$ cat config.mk
export PLATFORM = sky130hd
export DESIGN_NAME = oli_cell
export DESIGN_NICKNAME = d
export VERILOG_FILES = /design/src/hw/rtl/oli_pkg.sv /design/src/hw/rtl/oli_cell.sv
export SDC_FILE = /design/constraint.sdc
export NUM_CORES = 1
export LEC_CHECK = 0
export BUFFER_PORTS_ARGS = -buffer_cell sky130_fd_sc_hd__clkbuf_2
export CORE_MARGIN = 2
export CORE_UTILIZATION = 35
export DETAILED_ROUTE_END_ITERATION = 10
export PLACE_DENSITY_LB_ADDON = 0.3
export SLEW_MARGIN = 0
export SYNTH_ARGS = -nofsm -noshare
export SYNTH_HDL_FRONTEND = slang
export SYNTH_SLANG_ARGS = --single-unit
$ cat constraint.sdc
create_clock -name aclk -period 5.54 [get_ports aclk]
set_clock_uncertainty 0.05 [all_clocks]
set_input_delay 0.554 -clock aclk [delete_from_list [all_inputs] [get_ports aclk]]
set_output_delay 0.554 -clock aclk [all_outputs]
set_load 0.02 [all_outputs]
$ cat src/hw/rtl/oli_pkg.sv
package oli_pkg;

    // Field widths of the request and result beats.
    localparam int unsigned KIND_W      = 3;
    localparam int unsigned POS_W       = 7;
    localparam int unsigned DATA_W      = 32;
    localparam int unsigned STATUS_W    = 2;
    localparam int unsigned COUNT_OUT_W = 7;

    // Packed beat widths, rounded up to whole bytes.
    localparam int unsigned S_FIELDS_W = KIND_W + POS_W + DATA_W;
    localparam int unsigned M_FIELDS_W = STATUS_W + DATA_W + COUNT_OUT_W;
    localparam int unsigned S_TDATA_W  = ((S_FIELDS_W + 7) / 8) * 8;
    localparam int unsigned M_TDATA_W  = ((M_FIELDS_W + 7) / 8) * 8;

    localparam int unsigned DEPTH_DEFAULT = 64;

    typedef enum logic [KIND_W-1:0] {
        KIND_INSERT    = 3'd0,
        KIND_DELETE    = 3'd1,
        KIND_APPEND    = 3'd2,
        KIND_OVERWRITE = 3'd3,
        KIND_READ      = 3'd4
    } kind_e_t;

    typedef enum logic [STATUS_W-1:0] {
        STATUS_DONE  = 2'd0,
        STATUS_RANGE = 2'd1,
        STATUS_FULL  = 2'd2
    } status_e_t;

    // What every cell of the row does in the cycle of an accepted request.
    typedef enum logic [1:0] {
        CELL_HOLD       = 2'd0,
        CELL_SHIFT_UP   = 2'd1,
        CELL_SHIFT_DOWN = 2'd2,
        CELL_WRITE      = 2'd3
    } cell_op_e_t;

    typedef struct packed {
        cell_op_e_t              op;
        logic [DATA_W-1:0]       value;
    } cell_ctrl_t;

endpackage

$ cat src/hw/rtl/oli_cell.sv
module oli_cell
    import oli_pkg::*;
#(
    parameter int unsigned IDX   = 0,
    parameter int unsigned CMP_W = 7
) (
    input  logic              aclk,
    input  cell_ctrl_t        ctrl_i,
    input  logic [CMP_W-1:0]  pos_i,
    input  logic [DATA_W-1:0] left_i,
    input  logic [DATA_W-1:0] right_i,
    output logic [DATA_W-1:0] word_o,
    output logic [DATA_W-1:0] rd_o
);

    localparam logic [CMP_W-1:0] MY_IDX = CMP_W'(IDX);

    logic [DATA_W-1:0] word_reg;
    logic [DATA_W-1:0] word_next;
    logic              at_pos;
    logic              above_pos;

    assign at_pos    = (pos_i == MY_IDX);
    assign above_pos = (MY_IDX > pos_i);

    // Insert moves the slot and every entry above it one cell up; delete pulls
    // the slot and everything above it one cell down.
    always_comb begin
        word_next = word_reg;
        unique case (ctrl_i.op)
            CELL_HOLD: begin
                word_next = word_reg;
            end
            CELL_SHIFT_UP: begin
                if (above_pos) begin
                    word_next = left_i;
                end else if (at_pos) begin
                    word_next = ctrl_i.value;
                end
            end
            CELL_SHIFT_DOWN: begin
                if (above_pos || at_pos) begin
                    word_next = right_i;
                end
            end
            CELL_WRITE: begin
                if (at_pos) begin
                    word_next = ctrl_i.value;
                end
            end
        endcase
    end

    always_ff @(posedge aclk) begin
        word_reg <= word_next;
    end

    assign word_o = word_reg;
    assign rd_o   = at_pos ? word_reg : '0;

endmodule

==> qor.yml <==
ff2ff_path_depth: 2
largest_reg_flops: 32
crit_type: "primary input to output port"
grt_setup_unrepaired: "no"
fp.dieW_um: 80.92
period_minus_slack_ns: 2.946
arrival_ns: 2.34
syn_avg_cell_area_um2: 9.163
postCtsHoldBufs: 0
cts_buffer_depth: 2
gr-total-overflow: 0
cp-start-kind: "primary input"
grt_use_total_pct: 19.52
final_antenna_net_count: 0
use_met2_pct: 33.14
synth_area_um2: 2071
synth_seq_area_share_pct: 46.40
die_h_um: 80.92
vias_per_cell: 5.237
max_freq_mhz: 339.4
num_rows: 28
setup_viol: 0
slew-limit-headroom_pct: 32.25
yosys-top-cells-area: "edfxtp_1, a41oi_1, and2_1"
hold_class: "primary input to register"
post-place-ws_ns: 2.556
crit_end: "rd_o[21]"
cts_resized: 0
cp.required_ns: 4.94
core_um2: 5816
layout-drive-gt1-share_pct: 43.59
leakage_nw: 1.260
yosysWarningCount: 0
worst_slack_ns: 2.594
netlist.area_leader.share_pct: 46.40
hold_viol: 0
syn_inst: 226
tns_ns: 0
synth_cell_types: 17
peakVddDrop_uv: 109.9
grt_use_met1_pct: 24.86
clk_latency_ns: 0.27
r2r_slack_ns: 4.63
place_inst: 419
final_common_cell: "clkbuf_2"
grt_antenna_before_repair: 0
drt-initial-drc-count: 148
grt_max_degree: 34
fin_nets: 457
busiest_layer: "met2"
grt_pass1_vias: 1991
synth_top_area_cell: "edfxtp_1"
tightest_slew_ns: 1.015
initial_core_util_pct: 35.61
die_area_um2: 6548
via_count: 2231
port_buffers: 137
rr_endpoint: "word_o[24]$_DFFE_PP_"
syn-num-nets: 332
route.detailed.drc: 0
crit_start: "pos_i[3]"
cts_tree: "yes"
place_hpwl_mm: 4.345
power.density_nw_per_um2: 209.8
status: "completed"
crit_fanout: 33
maxSlewViolCount: 0
wl_mm: 6.508
cts_setup_buffers: 0
nFillCells: 583
num_antenna_cells: 0
cts.sinks: 32
wire_per_inst_um: 15.28
post-route-period-util_pct: 53.18
report.power.total_mw: 0.6012
areaGrowthSynthToFinish_pct: 38.37
firstDrtPassIters: 4
grt_pass1_wl_mm: 9.811
io_pins: 170
routabilityCongestion: 0.6925
cp-end-kind: "output port"
clkTransAtPathRegs_ns: 0.07
fin_cells: 426
root_buffer: "clkbuf_8"
numCtsBuffers: 5
use_met3_pct: 5.000
synth_seq_cells: 32
timing.rr.start: "word_o[24]$_DFFE_PP_"
ctsHtreeMaxLevel: 2
drv_cap: 0
how the worst min path moves through the flow:
stage,startpoint,endpoint,slack (ns),depth (start not counted)
floorplan,word_o[20]$_DFFE_PP_,word_o[20]$_DFFE_PP_,0.73,2
finish,right_i[11],word_o[11]$_DFFE_PP_,0.55,3
global placement,word_o[5]$_DFFE_PP_,word_o[5]$_DFFE_PP_,0.59,2
global route,right_i[2],word_o[2]$_DFFE_PP_,0.55,3
CTS,right_i[19],word_o[19]$_DFFE_PP_,0.54,3
detailed placement,word_o[5]$_DFFE_PP_,word_o[5]$_DFFE_PP_,0.61,2
area by class of cell:
class	count	area [um2]	share of cell area, %
multi-input combinational	168	999.7	34.89
sequential	32	960.9	33.54
timing repair buffer	143	730.7	25.50
tap	75	93.84	3.275
clock buffer	5	68.82	2.402
clock inverter	2	7.507	0.2620
inverter	1	3.754	0.1310
power breakdown:
part / switching, mW / internal (mW)
clock: 0.0817 / 0.0828
combinational: 0.0817 / 0.0517
sequential: 0.0117 / 0.292
cell families after synthesis:
group / synth area share (%)
buf+inv: 5.981
simple gates: 18.25
compound gates: 29.37
flops: 46.40
synth_stat cells, drive strengths merged:
cell type  instances
buf                6
nor2              34
a21oi             32
nor4               1
clkbuf            19
or3                1
and2              32
nor2b              1
a41oi             32
or4                1
edfxtp            32
a21o               1
nand2b             1
inv                1
o21ai             32
metrics by stage:
stage | utilization (%) | hold WS, ns | cell area [um2]
2_1_floorplan | - | 0.7302 | 2071
3_3_place_gp | 47.96 | 0.5899 | 2789
3_5_place_dp | 47.96 | 0.6103 | 2789
4_1_cts | 49.27 | 0.5361 | 2865
5_1_grt | 49.27 | 0.5478 | 2865
6_report | 49.27 | 0.5468 | 2865
per-layer routing:
metal,share of wire [%],vias to the layer above
li1,-,1105
met5,0,-
met2,49,110
met1,42,1012
met4,0.66,0
met3,8.2,4
worst max-delay path: stages:
cell	delay, ns
clkbuf_2	0.11
or4_4	0.73
nor2_4	0.55
and2_1	0.22
clkbuf_2	0.17
(Power assumes the default switching activity.)
