$ cat src/hw/rtl/oli_pkg.sv
package oli_pkg;

    // Field widths of the request and result beats.
    localparam int unsigned KIND_W      = 3;
    localparam int unsigned POS_W       = 7;
    localparam int unsigned DATA_W      = 32;
    localparam int unsigned STATUS_W    = 2;
    localparam int unsigned COUNT_OUT_W = 7;

    // Packed beat widths, rounded up to whole bytes.
    localparam int unsigned S_FIELDS_W = KIND_W + POS_W + DATA_W;
    localparam int unsigned M_FIELDS_W = STATUS_W + DATA_W + COUNT_OUT_W;
    localparam int unsigned S_TDATA_W  = ((S_FIELDS_W + 7) / 8) * 8;
    localparam int unsigned M_TDATA_W  = ((M_FIELDS_W + 7) / 8) * 8;

    localparam int unsigned DEPTH_DEFAULT = 64;

    typedef enum logic [KIND_W-1:0] {
        KIND_INSERT    = 3'd0,
        KIND_DELETE    = 3'd1,
        KIND_APPEND    = 3'd2,
        KIND_OVERWRITE = 3'd3,
        KIND_READ      = 3'd4
    } kind_e_t;

    typedef enum logic [STATUS_W-1:0] {
        STATUS_DONE  = 2'd0,
        STATUS_RANGE = 2'd1,
        STATUS_FULL  = 2'd2
    } status_e_t;

    // What every cell of the row does in the cycle of an accepted request.
    typedef enum logic [1:0] {
        CELL_HOLD       = 2'd0,
        CELL_SHIFT_UP   = 2'd1,
        CELL_SHIFT_DOWN = 2'd2,
        CELL_WRITE      = 2'd3
    } cell_op_e_t;

    typedef struct packed {
        cell_op_e_t              op;
        logic [DATA_W-1:0]       value;
    } cell_ctrl_t;

endpackage

$ cat src/hw/rtl/oli_ctrl.sv
module oli_ctrl
    import oli_pkg::*;
#(
    parameter int unsigned DEPTH = DEPTH_DEFAULT,
    parameter int unsigned CNT_W = $clog2(DEPTH + 1),
    parameter int unsigned CMP_W = (CNT_W > POS_W) ? CNT_W : POS_W
) (
    input  logic              aclk,
    input  logic              aresetn,
    input  logic              beat_i,
    input  logic [KIND_W-1:0] kind_i,
    input  logic [POS_W-1:0]  pos_i,
    input  logic [DATA_W-1:0] value_i,
    output cell_ctrl_t        cell_ctrl_o,
    output logic [CMP_W-1:0]  cell_pos_o,
    output status_e_t         status_o,
    output logic [CNT_W-1:0]  count_next_o
);

    localparam logic [CMP_W-1:0] DEPTH_C = CMP_W'(DEPTH);

    logic [CNT_W-1:0] count_reg;
    logic [CNT_W-1:0] count_next;
    logic [CMP_W-1:0] count_ext;
    logic [CMP_W-1:0] pos_ext;
    cell_op_e_t       op;
    status_e_t        status;
    logic             full;

    assign count_ext = CMP_W'(count_reg);
    assign pos_ext   = CMP_W'(pos_i);
    assign full      = (count_ext >= DEPTH_C);

    always_comb begin
        status     = STATUS_DONE;
        op         = CELL_HOLD;
        count_next = count_reg;
        cell_pos_o = pos_ext;
        unique case (kind_e_t'(kind_i))
            KIND_INSERT: begin
                // The position check takes precedence over the full check.
                if (pos_ext > count_ext) begin
                    status = STATUS_RANGE;
                end else if (full) begin
                    status = STATUS_FULL;
                end else begin
                    op         = CELL_SHIFT_UP;
                    count_next = count_reg + CNT_W'(1);
                end
            end
            KIND_DELETE: begin
                if (pos_ext >= count_ext) begin
                    status = STATUS_RANGE;
                end else begin
                    op         = CELL_SHIFT_DOWN;
                    count_next = count_reg - CNT_W'(1);
                end
            end
            KIND_APPEND: begin
                cell_pos_o = count_ext;
                if (full) begin
                    status = STATUS_FULL;
                end else begin
                    op         = CELL_WRITE;
                    count_next = count_reg + CNT_W'(1);
                end
            end
            KIND_OVERWRITE: begin
                if (pos_ext >= count_ext) begin
                    status = STATUS_RANGE;
                end else begin
                    op = CELL_WRITE;
                end
            end
            KIND_READ: begin
                if (pos_ext >= count_ext) begin
                    status = STATUS_RANGE;
                end
            end
            default: begin
                status = STATUS_RANGE;
            end
        endcase
    end

    always_ff @(posedge aclk) begin
        if (!aresetn) begin
            count_reg <= '0;
        end else if (beat_i) begin
            count_reg <= count_next;
        end
    end

    assign cell_ctrl_o.op    = beat_i ? op : CELL_HOLD;
    assign cell_ctrl_o.value = value_i;
    assign status_o          = status;
    assign count_next_o      = count_next;

`ifndef SYNTHESIS
    a_count_bounded: assert property (@(posedge aclk) disable iff (!aresetn)
        count_reg <= CNT_W'(DEPTH))
        else $error("entry count exceeds the list depth");

    a_count_idle: assert property (@(posedge aclk) disable iff (!aresetn)
        !beat_i |=> $stable(count_reg))
        else $error("entry count changed without a request");

    a_count_reject: assert property (@(posedge aclk) disable iff (!aresetn)
        (beat_i && status != STATUS_DONE) |=> $stable(count_reg))
        else $error("rejected request changed the entry count");

    a_count_step: assert property (@(posedge aclk) disable iff (!aresetn)
        beat_i |=> (count_reg == $past(count_reg)
                    || count_reg == $past(count_reg) + CNT_W'(1)
                    || count_reg == $past(count_reg) - CNT_W'(1)))
        else $error("entry count moved by more than one");
`endif

endmodule

$ cat config.mk
export PLATFORM = sky130hd
export DESIGN_NAME = oli_ctrl
export DESIGN_NICKNAME = d
export VERILOG_FILES = /design/src/hw/rtl/oli_pkg.sv /design/src/hw/rtl/oli_ctrl.sv
export SDC_FILE = /design/constraint.sdc
export NUM_CORES = 1
export LEC_CHECK = 0
export ABC_CLOCK_PERIOD_IN_PS = 2650
export BUFFER_PORTS_ARGS = -buffer_cell sky130_fd_sc_hd__buf_2
export CORE_MARGIN = 1.5
export CORE_UTILIZATION = 42
export CTS_CLUSTER_DIAMETER = 50
export DETAILED_ROUTE_END_ITERATION = 10
export PLACE_DENSITY = 0.91
export SLEW_MARGIN = 15
export SYNTH_ARGS = -nofsm -noshare
export SYNTH_HDL_FRONTEND = slang
export SYNTH_SLANG_ARGS = --single-unit
$ cat constraint.sdc
create_clock -name aclk -period 2.65 [get_ports aclk]
set_input_delay 0.1325 -clock aclk [delete_from_list [all_inputs] [get_ports aclk]]
set_output_delay 0.1325 -clock aclk [all_outputs]
set_load 0.02 [all_outputs]
==> results of run 1 <==
-- cell type report --
| type | count | area (sq um) |
|---|---|---|
| fillers | 293 | 1550 |
| well taps | 44 | 55.1 |
| clock buffers | 4 | 26.3 |
| inverters | 12 | 45.0 |
| repair buffers | 41 | 233 |
| multi-input cells | 132 | 1020 |
| flip-flops and latches | 7 | 151 |
-- cells by family after synthesis --
group	synth area share (%)
AND/OR/NAND/NOR	21.9
AO/OA/AOI/OAI	28.7
buffers and inverters	23.2
adder cells (fa/ha/maj)	8.20
multiplexers	6.47
flip-flops	10.2
XOR/XNOR	1.28
-- layer usage --
layer	vias up	global-route usage, %	part of all wire [%]
met1	673	27.1	40
met4	0	4.76	0.87
met2	115	32.9	48
li1	678	-	-
met5	-	0	0
met3	10	4.33	12
-- worst register-to-register path, delay by kind of cell, from the launching register on --
kind	cells	cell delay [ns]
adders and majority gates	1	0.30
buffers and inverters	1	0.09
AOI/OAI and AO/OA	3	0.70
DFF	1	0.37
and+or+nand+nor	3	0.72
-- what timing repair did --
| action | 4_1_cts | 5_1_grt |
|---|---|---|
| setup buffers | 0 | 3 |
| pin swaps | 0 | 4 |
| endpoints found under the setup margin | 4 | 7 |
| gates resized for setup | 2 | 22 |
-- Yosys cell counts, types with 4 or more instances --
library cell | number | area [sq um]
nor3_1 | 6 | 30.0
nor2_1 | 13 | 48.8
a211oi_1 | 4 | 30.0
a22oi_1 | 4 | 30.0
o21ai_0 | 7 | 35.0
dfxtp_1 | 7 | 140
nand2_1 | 13 | 48.8
mux2_2 | 7 | 78.8
ha_1 | 9 | 113
buf_4 | 32 | 240
inv_1 | 12 | 45.0
clkbuf_1 | 8 | 30.0
a21oi_1 | 12 | 60.1
-- how the worst max path moves through the flow --
| stage | from | to | slack, ns | cells past startpoint |
|---|---|---|---|---|
| CTS | count_ext[5] | count_next_o[5] | -0.0009 | 9 |
| floorplan | count_ext[6] | count_next_o[4] | 0.18 | 9 |
| finish | count_ext[0] | count_next_o[4] | 0.06 | 8 |
| detailed placement | count_ext[4] | count_next_o[5] | 0.20 | 9 |
| global placement | count_ext[1] | count_next_o[4] | 0.24 | 8 |
| global route | count_ext[0] | count_next_o[4] | -0.03 | 8 |
-- stage by stage --
step                cell area, sq um  instances  setup TNS, ns  worst slack (ns)  util [%]
floorplan                       1370        192              0             0.176         -
global placement                1360        233              0             0.238      44.3
detailed placement              1360        233              0             0.201      44.3
CTS                             1390        237      -0.000911         -0.000911      45.2
global route                    1530        240        -0.0286           -0.0286      49.7
finish                          1530        240              0            0.0564      49.7
-- power by group --
part	total [mW]	internal [mW]	switching [mW]
sequential	0.109	0.106	0.00317
combinational	0.224	0.0863	0.138
clock	0.101	0.0577	0.0430
total	0.434	0.250	0.184
==> results by group, run 1 <==
Outcome
  – Status: finished clean

Pwr
  – Pleak: 0.643 nW
  – Pwr dens: 284 mW/mm^2
  – Worst VDD drop: 0.0856 mV
  – Total power: 0.434 mW

Clock tree
  – Max clock buf depth: 2
  – Root Buffer: clkbuf_4
  – Hold Buf Count CTS: 0
  – CTS Buf Count: 3
  – Later-pin clock latency in the skew report: approximately 0.25 ns
  – CTS HTree Levels: 1
  – Reg clk slew, reported paths: 0.06 ns
  – TritonCTS clock tree: built
  – Clock Sinks: 7

Layout
  – Max FFs per register: 7
  – Nets: 251
  – # diodes: 0
  – Most frequent cells in the layout: 30 x buf_2, 13 x nand2_1, 12 x nor2_1
  – Share of cells above drive strength 1: 39.8%
  – P&R area growth vs syn: 11.4%
  – Most common cell after layout, fill and taps aside: buf_2

Worst setup path
  – Worst R2R Setup Slack: 0.35 ns
  – Worst setup SP type: register
  – Reg2reg end: count_ext[0]
  – CP Cell Sequence: ha_1, nand2b_4, a211o_1, a21o_1, or4_4, o31ai_4, o21ai_1, buf_2
  – RR Startpoint: count_ext[5]
  – Slowest library cell on the worst path: or4_4
  – Max incr delay on CP: 0.51 ns
  – WP data required: 2.52 ns
  – Reg2Reg Depth: 8
  – Crit. End Element: primary output
  – Buffers & Inverters on Critical Path: 1
  – Critical path arrival: 2.46 ns
  – Setup CP Type: reg2out
  – Kind of cell adding the most delay to the critical path: compound AO/OA/AOI/OAI gates
  – Crit-path max FO: 2

Worst hold path
  – Worst Hold Path Cells: 2
  – Min-delay src: beat_i
  – Hold Path Sink: count_ext[2]
  – Hold Path Class: in2reg

Run
  – Max-Cap Viols: 0

Floorplanning
  – Io pins: 95
  – Initial Utilization: between 40% and 50%
  – DIE HEIGHT: around 60 um
  – Die Wd: 60.2 um
  – Full die area: 0.00362 sq mm
  – Rows: 20
  – Core ar.: 0.00308 sq mm

Synth
  – Asr flop ratio synth: 0%
  – Sequential share of the synthesized area: 10.2%
  – Syn Inst Count: 192
  – Avg Inst Size Synth: 7.15 sq um
  – Yosys reg bits: 7
  – YS warnings: 0
  – Post-synth EDFFs: 0
  – Post-synthesis instance area: 0.00137 sq mm
  – Syn nets: 246
  – Distinct cells, synth: 50
  – Top FF cell, synth: dfxtp_1

GRT
  – GRT overflow: 0
  – First-pass GRT wire length: 5.75 mm
  – GRT Total Usage: 20.2%
  – Largest net degree at the start of global routing: 18
  – Number of global-route vias before repair: 1278
  – Initial antenna violation count: 0

Detailed routing
  – DR iter-0 viols: 160
  – Routed Antenna Nets: 0
  – Residual DRC: 0
  – Router iterations before antenna repair: 5
  – Routed vias/inst: roughly 6.2
  – Vias: 1476
  – WL final: 3.90 mm
  – Per-cell routed wire length: about 16 um

Placed design
  – IO buf count: 30
  – GPL Wtd Cong: 0.990
  – Final HPWL DP: 2.75 mm

Timing
  – Final setup violation count: 0
  – Fmax: 0.386 GHz
  – Final worst path period need: 2.59 ns
  – Fin. Hold Viols: 0
  – Worst-Margin Slew: 0.667 ns
  – Fin Hold WS: ~0.13 ns
  – Worst Clk Skew: roughly 0.0037 ns
  – Max-slew violation total from the final report: 0
  – Slew HR: 55.3%
  – Share of the clock period used by the worst path: 97.9%
(Power assumes the default switching activity.)
==> inputs of run 2 (changes only) <==
Settings changed: ABC_CLOCK_PERIOD_IN_PS 2650 to 3020, CORE_UTILIZATION 42 to 45, PLACE_DENSITY 0.91 to 0.95.
Clock period 2.65 ns to 3.02 ns, I/O delays scaled along.
==> run 2 against run 1 <==
Net effect:
- the flow now finishes with violations (DRC)
- register-to-register slack improved by 0.27 ns
- first-iteration DRC count fell by 53%
- global-route usage rose by 1.9 points
- critical path depth rose by 1
- hold slack improved by 0.015 ns
- sequential share of layout area rose by 0.24 points
- wire length fell by 9.0%
- core utilization fell by 0.85 points
- combinational power fell by 21%
- clock power fell by 4%
- clock-buffer cell count did not move
- critical endpoint is now count_next_o[5]
- largest power group unchanged
- highest routed layer unchanged
==> results by group, run 2 (synthesis results as in run 1) <==
GRT
  – Largest net degree at the start of global routing: 18 (unchanged)
  – Initial antenna violation count: 0 (unchanged)
  – First-pass GRT wire length: 5.78 mm (+0.61%)
  – GRT Total Usage: 22.1% (+1.9 points)
  – Number of global-route vias before repair: 1289 (+0.86%)
  – GRT overflow: 0 (unchanged)

Worst setup path
  – WP data required: 2.87 ns (+0.35 ns)
  – Buffers & Inverters on Critical Path: 2 (+1)
  – Slowest library cell on the worst path: a221oi_1
  – Max incr delay on CP: 0.39 ns (-0.12 ns)
  – Critical path arrival: 2.67 ns (+0.21 ns)
  – Setup CP Type: reg2out
  – CP Cell Sequence: inv_1, ha_1, nand4_1, a21oi_2, o211ai_2, and2_1, a221oi_1, a21oi_1, buf_2
  – Worst setup SP type: register
  – Kind of cell adding the most delay to the critical path: compound AO/OA/AOI/OAI gates
  – Crit. End Element: primary output
  – Crit-path max FO: 7 (+5)

Pwr
  – Pwr dens: 268 mW/mm^2 (-5.8%)
  – Pleak: 0.621 nW (-3.5%)
  – Total power: 0.370 mW (-15%)
  – Worst VDD drop: 0.112 mV (+31%)

Detailed routing
  – Per-cell routed wire length: 15.8 um (-2.9%)
  – Routed vias/inst: 6.26 (+1.8%)
  – Residual DRC: 6 (+6)
  – DR iter-0 viols: 76 (-53%)
  – WL final: 3.55 mm (-9.0%)
  – Vias: 1409 (-4.5%)
  – Routed Antenna Nets: 0 (unchanged)
  – Router iterations before antenna repair: 8 (+3)

Timing
  – Worst setup margin: 0.198 ns (+0.141 ns)
  – Fin. Hold Viols: 0 (unchanged)
  – Fmax: 0.354 GHz
  – Share of the clock period used by the worst path: 93.5%
  – RSZ-0062 raised after global routing: false
  – Setup TNS Final: 0 ns (unchanged)
  – Max-slew violation total from the final report: 0 (unchanged)
  – Slew HR: 55.6% (+0.29 points)
  – Fin Hold WS: 0.149 ns (+0.0153 ns)
  – Worst Clk Skew: 0.0123 ns (+0.00861 ns)
  – Worst-Margin Slew: 0.663 ns (-0.00435 ns)
  – Final setup violation count: 0 (unchanged)
  – Final worst path period need: 2.82 ns

Placed design
  – Final HPWL DP: 2.80 mm (+1.8%)
  – GPL Wtd Cong: 0.935 (-5.5%)
  – Post-place setup slack: 0.501 ns (+0.301 ns)
  – Area after DPL: 0.00135 sq mm (-1.2%)
  – IO buf count: 30 (unchanged)
  – Dpl cells: 220 (-5.6%)

Clock tree
  – CTS Buf Count: 3 (unchanged)
  – Root Buffer: clkbuf_4
  – Reg clk slew, reported paths: 0.06 ns (about the same)
  – Clock Sinks: 7 (unchanged)
  – Later-pin clock latency in the skew report: 0.27 ns (+0.02 ns)
  – Postcts setup bufs: 0 (unchanged)
  – TritonCTS clock tree: built
  – Max clock buf depth: 2 (unchanged)
  – Post-CTS resize count: 0 (-2)
  – Hold Buf Count CTS: 0 (unchanged)
  – CTS HTree Levels: 1 (unchanged)

Layout
  – Register Area: 140 sq um (-7.4%)
  – Finished Cell Area: 0.00138 sq mm (-9.7%)
  – Most frequent cells in the layout: 30 x buf_2, 13 x nand2_1, 13 x nor2_1
  – Fin cells: 225 (-6.3%)
  – # diodes: 0 (unchanged)
  – Max FFs per register: 7 (unchanged)
  – Nets: 249 (-0.80%)
  – Multi-input gate area in the final layout: 913 sq um (-10%)
  – Share of cells above drive strength 1: 30.4% (-9.4 points)
  – P&R area growth vs syn: 0.638%
  – Fin util: 48.8% (-0.85 points)
  – Fillers: 294 (+0.34%)
  – Most common cell after layout, fill and taps aside: buf_2

Floorplanning
  – Initial Utilization: 48.5% (+3.9 points)
  – Die Wd: 58.2 um (-3.2%)
  – Core ar.: 0.00283 sq mm (-8.1%)
  – Io pins: 95 (unchanged)
  – Full die area: 0.00339 sq mm (-6.3%)
  – Rows: 19 (-5.0%)
  – DIE HEIGHT: 58.2 um (-3.2%)

Outcome
  – Status: finished, violations left
  – Violated checks: DRC

Run
  – Max-Cap Viols: 0 (unchanged)

Worst hold path
  – Hold Path Class: in2reg
run 2: metal layers:
| layer | vias up | part of all wire [%] | global-route usage [%] |
|---|---|---|---|
| li1 | 675 | - | - |
| met1 | 625 | 42 | 30.2 |
| met2 | 96 | 46 | 34.6 |
| met3 | 13 | 9.4 | 2.46 |
| met4 | 0 | 2.7 | 10.6 |
| met5 | - | 0 | 0 |
run 2: path summary, 6_finish.rpt:
path                                    from               to  slack, ns  depth (start not counted)
worst max-delay path            count_ext[6]  count_next_o[5]       0.20                          9
worst min-delay path                  beat_i     count_ext[2]       0.15                          2
worst max register to register  count_ext[6]     count_ext[6]       0.62                          8
worst min register to register  count_ext[5]     count_ext[5]       0.62                          2
run 2: power by group:
part	internal, mW	switching (mW)	total (mW)
combinational	0.0654	0.111	0.176
clock	0.0510	0.0459	0.0969
sequential	0.0951	0.00141	0.0966
total	0.212	0.158	0.370
run 2: worst register-to-register path: cells and delay by family (launching register included):
family                   cells  cell delay (ns)
buffers and inverters        1             0.14
AND/OR/NAND/NOR              3             0.71
flip-flops                   1             0.32
AO/OA/AOI/OAI                3             0.77
adder cells (fa/ha/maj)      1             0.35
run 2: area by class of cell:
cell class / instances / share of cell area [%]
clock buffer: 4 / 1.90
sequential: 7 / 10.1
inverter: 12 / 3.26
tap: 31 / 2.81
multi-input combinational: 132 / 66.1
timing repair buffer: 39 / 15.8
